$ cat src/rtl/kmg_pkg.sv
// package for the key matrix ghosting block: sizes, a mask and the command struct
// used by the controller, the datapath and the top level; no dependencies

package kmg_pkg;

  localparam int ROWS     = 8;
  localparam int COLS     = 8;
  localparam int KeyBits  = 64;
  localparam int RowW     = 3;
  localparam int KeyW     = 6;
  localparam int PortW    = 8;
  localparam int KEYS     = ROWS * COLS;

  localparam logic [KeyBits-1:0] UsedMask =
      (KEYS >= KeyBits) ? {KeyBits{1'b1}} : ((64'd1 << KEYS) - 64'd1);

  localparam logic [RowW-1:0] LastRowA = RowW'(ROWS - 2);
  localparam logic [RowW-1:0] LastRowB = RowW'(ROWS - 1);
  localparam logic [KeyW-1:0] LastKey  = KeyW'(KEYS - 1);

  localparam logic CmdLoad = 1'b0;
  localparam logic CmdRead = 1'b1;

  typedef struct packed {
    logic            load;
    logic            read_init;
    logic            ghost_step;
    logic            scan_step;
    logic            result_load;
    logic [RowW-1:0] row_a;
    logic [RowW-1:0] row_b;
    logic [KeyW-1:0] key_idx;
  } kmg_cmd_t;

endpackage

$ cat src/rtl/kmg_if.sv
// valid/ready channel interfaces for the request and result transfers
// depends on kmg_pkg

interface kmg_req_if;
  logic                        valid;
  logic                        ready;
  logic                        command;
  logic [kmg_pkg::KeyBits-1:0] pressed_keys;
  logic [kmg_pkg::PortW-1:0]   port_a_drive;
  logic [kmg_pkg::PortW-1:0]   port_b_drive;
  logic [kmg_pkg::PortW-1:0]   joystick_a_lines;
  logic [kmg_pkg::PortW-1:0]   joystick_b_lines;

  modport source (output valid, command, pressed_keys, port_a_drive, port_b_drive,
                  joystick_a_lines, joystick_b_lines, input ready);
  modport sink (input valid, command, pressed_keys, port_a_drive, port_b_drive,
                joystick_a_lines, joystick_b_lines, output ready);
endinterface

interface kmg_rsp_if;
  logic                      valid;
  logic                      ready;
  logic [kmg_pkg::PortW-1:0] port_a_lines;
  logic [kmg_pkg::PortW-1:0] port_b_lines;
  logic                      any_key_down;

  modport source (output valid, port_a_lines, port_b_lines, any_key_down, input ready);
  modport sink (input valid, port_a_lines, port_b_lines, any_key_down, output ready);
endinterface

$ cat src/rtl/kmg_ctrl.sv
// controller: sequences the ghost pair pass and the key scan, owns the handshakes
// depends on kmg_pkg

module kmg_ctrl (
  input  logic              clk,
  input  logic              rst,
  input  logic              in_valid,
  input  logic              in_command,
  output logic              in_ready,
  input  logic              out_ready,
  output logic              out_valid,
  output kmg_pkg::kmg_cmd_t cmd
);
  import kmg_pkg::*;

  typedef enum logic [1:0] {IDLE, GHOST, SCAN, FINISH} state_t;

  state_t          state;
  logic [RowW-1:0] row_a;
  logic [RowW-1:0] row_b;
  logic [KeyW-1:0] key_idx;
  logic            accept;
  logic            emit;

  assign in_ready = (state == IDLE);
  assign accept   = in_valid && in_ready;
  assign emit     = (state == FINISH) && (!out_valid || out_ready);

  always_comb begin
    cmd             = '0;
    cmd.load        = accept && (in_command == CmdLoad);
    cmd.read_init   = accept && (in_command == CmdRead);
    cmd.ghost_step  = (state == GHOST);
    cmd.scan_step   = (state == SCAN);
    cmd.result_load = emit;
    cmd.row_a       = row_a;
    cmd.row_b       = row_b;
    cmd.key_idx     = key_idx;
  end

  always_ff @(posedge clk) begin
    if (rst) begin
      state     <= IDLE;
      row_a     <= '0;
      row_b     <= '0;
      key_idx   <= '0;
      out_valid <= 1'b0;
    end else begin
      if (emit) begin
        out_valid <= 1'b1;
      end else if (out_ready) begin
        out_valid <= 1'b0;
      end
      case (state)
        IDLE: begin
          row_a   <= '0;
          row_b   <= RowW'(1);
          key_idx <= '0;
          if (accept) begin
            state <= (in_command == CmdLoad) ? GHOST : SCAN;
          end
        end
        GHOST: begin
          if (row_a == LastRowA && row_b == LastRowB) begin
            state <= FINISH;
          end else if (row_b == LastRowB) begin
            row_a <= row_a + RowW'(1);
            row_b <= row_a + RowW'(2);
          end else begin
            row_b <= row_b + RowW'(1);
          end
        end
        SCAN: begin
          if (key_idx == LastKey) begin
            state <= FINISH;
          end else begin
            key_idx <= key_idx + KeyW'(1);
          end
        end
        FINISH: begin
          if (emit) begin
            state <= IDLE;
          end
        end
        default: begin
          state <= IDLE;
        end
      endcase
    end
  end

endmodule

$ cat src/rtl/kmg_dp.sv
// datapath: key matrix register, ghost merge of one row pair, one-key line scan
// and the result register; depends on kmg_pkg

module kmg_dp (
  input  logic                        clk,
  input  kmg_pkg::kmg_cmd_t           cmd,
  input  logic [kmg_pkg::KeyBits-1:0] pressed_keys,
  input  logic [kmg_pkg::PortW-1:0]   port_a_drive,
  input  logic [kmg_pkg::PortW-1:0]   port_b_drive,
  input  logic [kmg_pkg::PortW-1:0]   joystick_a_lines,
  input  logic [kmg_pkg::PortW-1:0]   joystick_b_lines,
  input  logic                        rst,
  output logic [kmg_pkg::PortW-1:0]   port_a_lines,
  output logic [kmg_pkg::PortW-1:0]   port_b_lines,
  output logic                        any_key_down
);
  import kmg_pkg::*;

  logic [KeyBits-1:0] key_matrix;
  logic [KeyBits-1:0] key_matrix_next;
  logic [PortW-1:0]   pa;
  logic [PortW-1:0]   pb;
  logic [PortW-1:0]   pa_next;
  logic [PortW-1:0]   pb_next;
  logic [COLS-1:0]    row_a_bits;
  logic [COLS-1:0]    row_b_bits;
  logic [RowW-1:0]    scan_row;
  logic [RowW-1:0]    scan_col;

  assign row_a_bits = key_matrix[cmd.row_a * COLS +: COLS];
  assign row_b_bits = key_matrix[cmd.row_b * COLS +: COLS];
  assign scan_row   = cmd.key_idx[KeyW-1:RowW];
  assign scan_col   = cmd.key_idx[RowW-1:0];

  always_comb begin
    key_matrix_next = key_matrix;
    if (cmd.load) begin
      key_matrix_next = pressed_keys & UsedMask;
    end else if (cmd.ghost_step && |(row_a_bits & row_b_bits)) begin
      key_matrix_next[cmd.row_a * COLS +: COLS] = row_a_bits | row_b_bits;
      key_matrix_next[cmd.row_b * COLS +: COLS] = row_a_bits | row_b_bits;
    end
  end

  always_comb begin
    pa_next = pa;
    pb_next = pb;
    if (cmd.load) begin
      pa_next = '0;
      pb_next = '0;
    end else if (cmd.read_init) begin
      pa_next = port_a_drive & joystick_a_lines;
      pb_next = port_b_drive & joystick_b_lines;
    end else if (cmd.scan_step && key_matrix[cmd.key_idx]
                 && (!pa[scan_row] || !pb[scan_col])) begin
      pa_next[scan_row] = 1'b0;
      pb_next[scan_col] = 1'b0;
    end
  end

  always_ff @(posedge clk) begin
    if (rst) begin
      key_matrix <= '0;
    end else begin
      key_matrix <= key_matrix_next;
    end
  end

  always_ff @(posedge clk) begin
    pa <= pa_next;
    pb <= pb_next;
    if (cmd.result_load) begin
      port_a_lines <= pa;
      port_b_lines <= pb;
      any_key_down <= |key_matrix;
    end
  end

endmodule

$ cat src/rtl/keyboard_matrix_ghosting.sv
// key matrix with ghosting: a load takes 28 pair steps (ROWS*(ROWS-1)/2), result
// registered after the last pair step; a read scans 64 keys, result registered after the last key
// one item at a time: ready again the cycle after the result register is loaded
// a load does a single ghost merge per cycle, a read does a one-key scan step per cycle
// synchronous reset clears the key matrix (no keys down), the state and the output valid
// depends on kmg_pkg, kmg_if, kmg_ctrl, kmg_dp

module keyboard_matrix_ghosting (
  input logic      clk,
  input logic      rst,
  kmg_req_if.sink  req,
  kmg_rsp_if.source rsp
);
  import kmg_pkg::*;

  kmg_cmd_t cmd;

  kmg_ctrl u_ctrl (
    .clk        (clk),
    .rst        (rst),
    .in_valid   (req.valid),
    .in_command (req.command),
    .in_ready   (req.ready),
    .out_ready  (rsp.ready),
    .out_valid  (rsp.valid),
    .cmd        (cmd)
  );

  kmg_dp u_dp (
    .clk              (clk),
    .cmd              (cmd),
    .pressed_keys     (req.pressed_keys),
    .port_a_drive     (req.port_a_drive),
    .port_b_drive     (req.port_b_drive),
    .joystick_a_lines (req.joystick_a_lines),
    .joystick_b_lines (req.joystick_b_lines),
    .rst              (rst),
    .port_a_lines     (rsp.port_a_lines),
    .port_b_lines     (rsp.port_b_lines),
    .any_key_down     (rsp.any_key_down)
  );

  a_busy_after_transfer: assert property (@(posedge clk) disable iff (rst)
    (req.valid && req.ready) |=> !req.ready)
    else $error("request taken while an item is in progress");

  a_one_command: assert property (@(posedge clk) disable iff (rst)
    $onehot0({cmd.load, cmd.read_init, cmd.ghost_step, cmd.scan_step, cmd.result_load}))
    else $error("more than one datapath command at once");

  a_result_shown: assert property (@(posedge clk) disable iff (rst)
    cmd.result_load |=> rsp.valid)
    else $error("result loaded but not presented");

  a_no_load_over_pending: assert property (@(posedge clk) disable iff (rst)
    cmd.result_load |-> (!rsp.valid || rsp.ready))
    else $error("result register overwritten before transfer");

endmodule

$ cat src/flat_wrapper.sv
// flat-port wrapper written by rule: the top's interface ports become plain ports
module keyboard_matrix_ghosting_flat import kmg_pkg::*;
  (clk, rst, req_valid, req_command, req_pressed_keys, req_port_a_drive, req_port_b_drive, req_joystick_a_lines, req_joystick_b_lines, req_ready, rsp_valid, rsp_port_a_lines, rsp_port_b_lines, rsp_any_key_down, rsp_ready);
  kmg_req_if req_i ();
  kmg_rsp_if rsp_i ();
  input logic clk;
  input logic rst;
  input wire logic [$bits(req_i.valid)-1:0] req_valid;
  input wire logic [$bits(req_i.command)-1:0] req_command;
  input wire logic [$bits(req_i.pressed_keys)-1:0] req_pressed_keys;
  input wire logic [$bits(req_i.port_a_drive)-1:0] req_port_a_drive;
  input wire logic [$bits(req_i.port_b_drive)-1:0] req_port_b_drive;
  input wire logic [$bits(req_i.joystick_a_lines)-1:0] req_joystick_a_lines;
  input wire logic [$bits(req_i.joystick_b_lines)-1:0] req_joystick_b_lines;
  output wire logic [$bits(req_i.ready)-1:0] req_ready;
  output wire logic [$bits(rsp_i.valid)-1:0] rsp_valid;
  output wire logic [$bits(rsp_i.port_a_lines)-1:0] rsp_port_a_lines;
  output wire logic [$bits(rsp_i.port_b_lines)-1:0] rsp_port_b_lines;
  output wire logic [$bits(rsp_i.any_key_down)-1:0] rsp_any_key_down;
  input wire logic [$bits(rsp_i.ready)-1:0] rsp_ready;
  assign req_i.valid = req_valid;
  assign req_i.command = req_command;
  assign req_i.pressed_keys = req_pressed_keys;
  assign req_i.port_a_drive = req_port_a_drive;
  assign req_i.port_b_drive = req_port_b_drive;
  assign req_i.joystick_a_lines = req_joystick_a_lines;
  assign req_i.joystick_b_lines = req_joystick_b_lines;
  assign req_ready = req_i.ready;
  assign rsp_valid = rsp_i.valid;
  assign rsp_port_a_lines = rsp_i.port_a_lines;
  assign rsp_port_b_lines = rsp_i.port_b_lines;
  assign rsp_any_key_down = rsp_i.any_key_down;
  assign rsp_i.ready = rsp_ready;
  keyboard_matrix_ghosting u_core (.clk(clk), .rst(rst), .req(req_i), .rsp(rsp_i));
endmodule
$ cat config.mk
export PLATFORM = sky130hd
export DESIGN_NAME = keyboard_matrix_ghosting_flat
export DESIGN_NICKNAME = d
export VERILOG_FILES = /design/src/rtl/kmg_pkg.sv /design/src/rtl/kmg_if.sv /design/src/rtl/kmg_ctrl.sv /design/src/rtl/kmg_dp.sv /design/src/rtl/keyboard_matrix_ghosting.sv /design/src/flat_wrapper.sv
export SDC_FILE = /design/constraint.sdc
export NUM_CORES = 1
export LEC_CHECK = 0
export ABC_AREA = 1
export BUFFER_PORTS_ARGS = -buffer_cell sky130_fd_sc_hd__buf_2
export CAP_MARGIN = 10
export CORE_MARGIN = 5
export CORE_UTILIZATION = 45
export DETAILED_ROUTE_END_ITERATION = 16
export HOLD_SLACK_MARGIN = 0.05
export PLACE_DENSITY = 0.65
export SLEW_MARGIN = 30
export SYNTH_ARGS = -nofsm -noshare
export SYNTH_HDL_FRONTEND = slang
export SYNTH_SLANG_ARGS = --single-unit
$ cat constraint.sdc
create_clock -name clk -period 3.3 [get_ports clk]
set_input_delay 0.66 -clock clk [delete_from_list [all_inputs] [get_ports clk]]
set_output_delay 0.66 -clock clk [all_outputs]
set_load 0.01 [all_outputs]
# Word-level counts from Yosys, hierarchy flattened
# Index checks and enable logic that the tools add are counted.
dict set report word_totals {
  register_bits 112
  out_inout_bits 19
}
dict set report op_classes {
  add_sub_neg 6
  order_cmp 5
  n_eq_ne 13
  shifts 6
  muxes 34
  bitwise 9
  n_reduce_logical 27
}
# operator n
set ops {}
lappend ops {{64-bit bitwise mux} 2}
lappend ops {{64-bit two-way mux} 2}
lappend ops {{8-bit by 34-bit variable shift with 64-bit output (first input constant)} 2}
lappend ops {{64-bit by 7-bit variable part select with 8-bit output} 2}
lappend ops {{8-bit by 34-bit variable part select with 64-bit output} 2}
lappend ops {{6-bit negation with 34-bit output} 2}
lappend ops {{64-bit OR reduction} 1}
lappend ops {{8-bit AND} 5}
lappend ops {{8-bit two-way mux} 4}
lappend ops {{8-bit NOT} 2}
lappend ops {{3-bit two-way mux} 4}
lappend ops {{3-bit one-hot mux with 2 select lines} 2}
lappend ops {{6-bit one-hot mux with 2 select lines} 1}
lappend ops {{1-bit logical AND} 10}
lappend ops {{2-bit two-way mux} 5}
lappend ops {{2-bit nonzero test} 5}
lappend ops {{3-bit by 4-bit less-than comparator with 1-bit output (second input constant)} 2}
lappend ops {{2-bit by 1-bit inequality test with 1-bit output (second input constant)} 4}
lappend ops {{8-bit OR} 1}
lappend ops {{2-bit one-hot mux with 4 select lines} 1}
lappend ops {{8-bit OR reduction} 1}
lappend ops {{6-bit by 7-bit less-than comparator with 1-bit output (second input constant)} 1}
lappend ops {{1-bit two-way mux} 7}
lappend ops {{3-bit by 1-bit adder with 3-bit output (second input constant)} 2}
lappend ops {{19 further kinds} 30}

# Longest topological paths before layout
dict set report logic_depth {
  ltp_word 8
  depth_mapped 18
  mapped_depth_nobuf 16
}

# By module
# A second synthesis with hierarchy kept.
dict set report hier_totals {
  hier_cells 1861
  area_unflattened_um2 10266.1
}
# module n_inst cells_per_inst area_per_inst_um2 seq_area_each_um2
set by_module_without_submodules {}
lappend by_module_without_submodules {kmg_dp 1 1727 9346.5 2112.0}
lappend by_module_without_submodules {kmg_ctrl 1 134 919.6 300.3}

# Worst setup path after synthesis
# Ideal clock, no wire load.
dict set report synth_timing {
  kind {reg-to-reg}
  startpoint {register u_core.u_ctrl.row_b[0]}
  endpoint {register u_core.u_dp.key_matrix[10]}
  setup_time_ps 115
  arrival_time_ps 2602
  required_ps 3185
  setup_slack_ps 584
  stages_incl_launch_ff 15
  n_path_buf 5
  cell_sequence {dfxtp_1 -> buf_6 -> inv_4 -> buf_4 -> clkbuf_1 -> ha_1 -> ha_1 -> clkbuf_1 -> inv_1 -> nor2_2 -> nand3b_2 -> buf_2 -> nand3_1 -> nand2_1 -> nor2_1}
}
dict set report synth_between {
  elab_chain_len 7
  elab_cells_between_ends 14
  cone_classes {add/sub: 1; shift: 4; mux: 4; bitwise: 2; reduce/logical: 3}
}
# item line
set synth_rtl {}
lappend synth_rtl {{start, declared} kmg_ctrl.sv:20} ;# logic [RowW-1:0] row_b;
lappend synth_rtl {{start signal, assigned} kmg_ctrl.sv:57} ;# row_b <= RowW'(1);
lappend synth_rtl {{start signal, assigned} kmg_ctrl.sv:68} ;# row_b <= row_a + RowW'(2);
lappend synth_rtl {{start signal, assigned} kmg_ctrl.sv:70} ;# row_b <= row_b + RowW'(1);
lappend synth_rtl {{64-bit by 7-bit variable part select with 8-bit output} kmg_dp.sv:31} ;# assign row_b_bits = key_matrix[cmd.row_b * COLS +: COLS];
lappend synth_rtl {{8-bit OR} {kmg_dp.sv:40, kmg_dp.sv:41}}
lappend synth_rtl {{8-bit by 34-bit variable part select with 64-bit output} kmg_dp.sv:40} ;# key_matrix_next[cmd.row_a * COLS +: COLS] = row_a_bits | row_b_bits;
lappend synth_rtl {{64-bit bitwise mux} kmg_dp.sv:40}
lappend synth_rtl {{64-bit bitwise mux} kmg_dp.sv:41} ;# key_matrix_next[cmd.row_b * COLS +: COLS] = row_a_bits | row_b_bits;
lappend synth_rtl {{64-bit two-way mux} kmg_dp.sv:39} ;# end else if (cmd.ghost_step && |(row_a_bits & row_b_bits)) begin
lappend synth_rtl {{64-bit two-way mux} kmg_dp.sv:37} ;# if (cmd.load) begin
lappend synth_rtl {{end signal, assigned} kmg_dp.sv:65} ;# key_matrix <= key_matrix_next;
lappend synth_rtl {{end, declared} kmg_dp.sv:19} ;# logic [KeyBits-1:0] key_matrix;
# Parallel ways exist; a longest one is shown, timed or not. The select of a mux whose other input is x is not followed.
# A chain may end at the register's enable or synchronous reset.

# Worst setup path after layout
dict set report layout_timing {
  startpoint {register u_core.u_ctrl.row_a[2]}
  endpoint {register u_core.u_dp.key_matrix[39]}
}
dict set report layout_between {
  elab_chain_len 7
  elab_cells_between_ends 14
  cone_classes {add/sub: 1; shift: 4; mux: 4; bitwise: 2; reduce/logical: 3}
}
# item line
set layout_rtl {}
lappend layout_rtl {{start, declared} kmg_ctrl.sv:19} ;# logic [RowW-1:0] row_a;
lappend layout_rtl {{start signal, assigned} kmg_ctrl.sv:67} ;# row_a <= row_a + RowW'(1);
lappend layout_rtl {{64-bit by 7-bit variable part select with 8-bit output} kmg_dp.sv:30} ;# assign row_a_bits = key_matrix[cmd.row_a * COLS +: COLS];
lappend layout_rtl {{8-bit OR} {kmg_dp.sv:40, kmg_dp.sv:41}}
lappend layout_rtl {{8-bit by 34-bit variable part select with 64-bit output} kmg_dp.sv:40}
lappend layout_rtl {{64-bit bitwise mux} kmg_dp.sv:40}
lappend layout_rtl {{64-bit bitwise mux} kmg_dp.sv:41}
lappend layout_rtl {{64-bit two-way mux} kmg_dp.sv:39}
lappend layout_rtl {{64-bit two-way mux} kmg_dp.sv:37}
# Parallel ways exist; a longest one is shown, timed or not. The select of a mux whose other input is x is not followed.

==> impl_results.md <==
* Filler instances at about 2200
* Fin Clk Skew at 0.0109 ns
* Prevailing post-synth register cell: dfxtp_1
* Worst-case clock buffer depth at 2
* Initial core utilization at 0.456
* GRT Residual Overflow at 0
* Clock power share at 0.159
* EDFF count, synth at 17
* Outcome: complete, no violations
* Largest cells by area after synthesis: nand2_1, dfxtp_1, nand3_1
* Worst Tran Pin Value at 0.815 ns
* Resized Gates After CTS at 0
* Register area at 2410 um2
* Post-synthesis sequential area ratio at 0.254
* Antenna Cells at 0
* Core area at 20900 um2
* Die height at 155 um
* Post-Syn Nets at around 1800
* Setup bufs post-CTS at 0
* Min cycle time layout at 2.81 ns
* Clock sink total at 112
* Relative slew slack at 0.452
* PwrDens at 726 nW/um2
* DRC at 0
* Crit. End Element: flip-flop
* Ys Warns at 0
* Ys async rst share at 0
* Initial DRC count at between 1000 and 1500
* Clk slew on worst S/H paths at 0.09 ns
* Via count at 11200
* Synth top cells by count: nand2_1, nand3_1, nor2_1, inv_1, dfxtp_1
* Post-Route WL at 35500 um
* Crit. Startpoint: u_core.u_ctrl.row_a[2]
* Final worst path period share at 0.853
* RePlAce Congestion at 0.968
* Flops & latches, synth at 112
* Total I/O pin count at 120
* Post-synth top area cell: nand2_1
* NumNets Final at about 1800
* CTS Buf Count at 9
* Startpoint types: flip-flop
* Hold-fix buffers at CTS at 0
* Most common cell in the netlist: nand2_1
* Top-area cell type share of the netlist area at 0.235
* Reg-to-reg slack, setup at approximately 0.49 ns
* Final setup violation count at 0
* Reg power frac at 0.256
* Leak pwr at 0.00521 uW
* Yosys cell types at 43
* DP Wirelength at 26000 um
* Max_cap viols at 0
* Int Pwr at 3590 uW
* Worst path arrival time at 3.13 ns
* First-pass GRT wire length at between 50000 and 60000 um
* CTS H-Tree Depth at 3
* Peak supply drop at between 0.3 and 0.4 mV
* FP Rows at 53
* Max Freq at 355 MHz
* Layout area overhead at 10.5%
* Final core occ at 0.503
* Max-slew violation count at 0
* Psw at between 4000 and 5000 uW
* Setup CP Type: reg -> reg
* Die area at 24200 um2
* Max Fanout on Critical Path at 18
* Post-DR wirelength/cell at about 18 um
* RSZ-0062 raised after global routing: no
* Vias in the first global route at 10000
* Pin count of the biggest net entering global routing at 71
* Average cell area after synthesis at around 5.8 um2
* Hold_sp: u_core.u_dp.pa[0]
* Post-synthesis cell count at between 1500 and 2000
* CTS tree: built
* Vias/cell at 5.63
* Root buffer cell: clkbuf_16
* All-Layer GR Usage at 0.287
* Share of layout cells above drive strength 1 at 0.126
* Setup TNS at 0 ns
* Port Buffers at around 120
* Reg2reg start: u_core.u_ctrl.row_a[2]
* Worst EP required at 3.61 ns
* Sw frac at 0.530
* Post-route antenna net violation count at 0
* Multi-input gate area at 6090 um2
* DRT Pass-1 Iters at 6
* Final hold vios at 0
* Worst Hold Class: reg -> reg
* Die X at 155 um
* Clock Latency Late Sink at roughly 0.37 ns
* Post-Syn Area at 9520 um2
* Gate power share at 0.584
* Initial antenna violation count at 0
[registers in the layout, summed over array words and instances, names as in the netlist]
register,count
u_core.u_ctrl.key_idx,6
u_core.u_dp.pb,8
u_core.u_ctrl.state,2
u_core.u_dp.pa,8
u_core.u_ctrl.out_valid,1
u_core.u_dp.any_key_down,1
u_core.u_ctrl.row_a,3
u_core.u_dp.port_b_lines,8
u_core.u_ctrl.row_b,3
u_core.u_dp.key_matrix,64
u_core.u_dp.port_a_lines,8
[layout make-up]
class,count,share of cell area
Clock buffer,9,0.0214
Multi-Input combinational cell,1309,0.579
Inverter,126,0.0458
Timing Repair Buffer,149,0.0826
Clock inverter,7,0.00916
Sequential cell,112,0.230
Tap cell,275,0.0327
[logic make-up after synthesis]
| logic type | Yosys count | share of synthesized area |
|---|---|---|
| compound gates | 200 | 0.118 |
| fa+ha+maj | 16 | 0.0210 |
| buf+inv | 232 | 0.108 |
| flops | 112 | 0.254 |
| simple gates | 1093 | 0.499 |
[layout by cell type, fill, tap and decap left out, types with 2 or more instances in the layout]
cell | synthesis | layout
nand2_1 | 596 | 596
clkbuf_16 | 0 | 9
dfxtp_2 | 0 | 2
a31oi_1 | 25 | 25
inv_2 | 5 | 4
o22ai_1 | 2 | 2
o21ai_1 | 2 | 2
o211ai_1 | 3 | 3
nand2_2 | 7 | 7
a21boi_1 | 5 | 5
or2_2 | 14 | 14
a21oi_1 | 74 | 73
clkinv_1 | 4 | 4
clkinv_2 | 0 | 2
o21ai_0 | 68 | 68
nor4_1 | 4 | 4
dfxtp_1 | 95 | 93
nand3_2 | 2 | 2
inv_6 | 1 | 3
o211ai_2 | 2 | 2
nor3_1 | 6 | 6
edfxtp_1 | 17 | 17
a21boi_0 | 13 | 13
a221oi_1 | 2 | 2
nand3_1 | 206 | 206
inv_1 | 115 | 115
nand4_1 | 92 | 92
nor2_1 | 149 | 149
buf_12 | 0 | 4
nor2_4 | 2 | 2
buf_2 | 39 | 120
buf_4 | 15 | 25
nor2_2 | 8 | 8
ha_1 | 16 | 16
nand3b_2 | 3 | 3
[through the flow]
stage	total power (uW)	worst slack [ns]	std cells	instance area [um2]	hold WS [ns]
after floorplan	5080	0.584	1653	9520	0.431
after global placement	6300	0.547	1970	10200	0.453
after detailed placement	6330	0.565	1971	10200	0.456
after CTS	7540	0.544	1987	10500	0.477
after global routing	8190	0.197	1987	10500	0.492
final	7640	0.487	1987	10500	0.478
[power by group through the flow]
| stage | clock network (uW) | registers (uW) | logic, uW |
|---|---|---|---|
| floorplan | 0 | 1890 | 3190 |
| global placement | 0 | 1970 | 4330 |
| detailed placement | 0 | 1980 | 4350 |
| CTS | 1230 | 1950 | 4360 |
| global route | 1290 | 1990 | 4910 |
| finish | 1220 | 1960 | 4460 |
[final timing paths]
kind / end / depth (start not counted)
max reg2reg: u_core.u_dp.key_matrix[39] / 9
max: u_core.u_dp.key_matrix[39] / 9
min: u_core.u_dp.port_a_lines[0] / 0
min reg2reg: u_core.u_dp.port_a_lines[0] / 0
[per-layer routing]
metal	up-vias	global-route usage	wire length, um
met3	69	0.0523	3260
li1	5539	-	-
met2	506	0.452	15700
met5	-	0	0
met4	0	0.0971	1160
met1	5065	0.396	15400
[critical path: stages (launching register included)]
cell      delay (ns)
dfxtp_1         0.74
clkinv_1        0.26
ha_1            0.37
inv_1           0.08
nor2_2          0.20
a32o_1          0.33
nand2_1         0.23
o21ai_0         0.35
a21oi_1         0.09
nor2_1          0.11
Note: power is estimated with default switching activity, not from simulation.
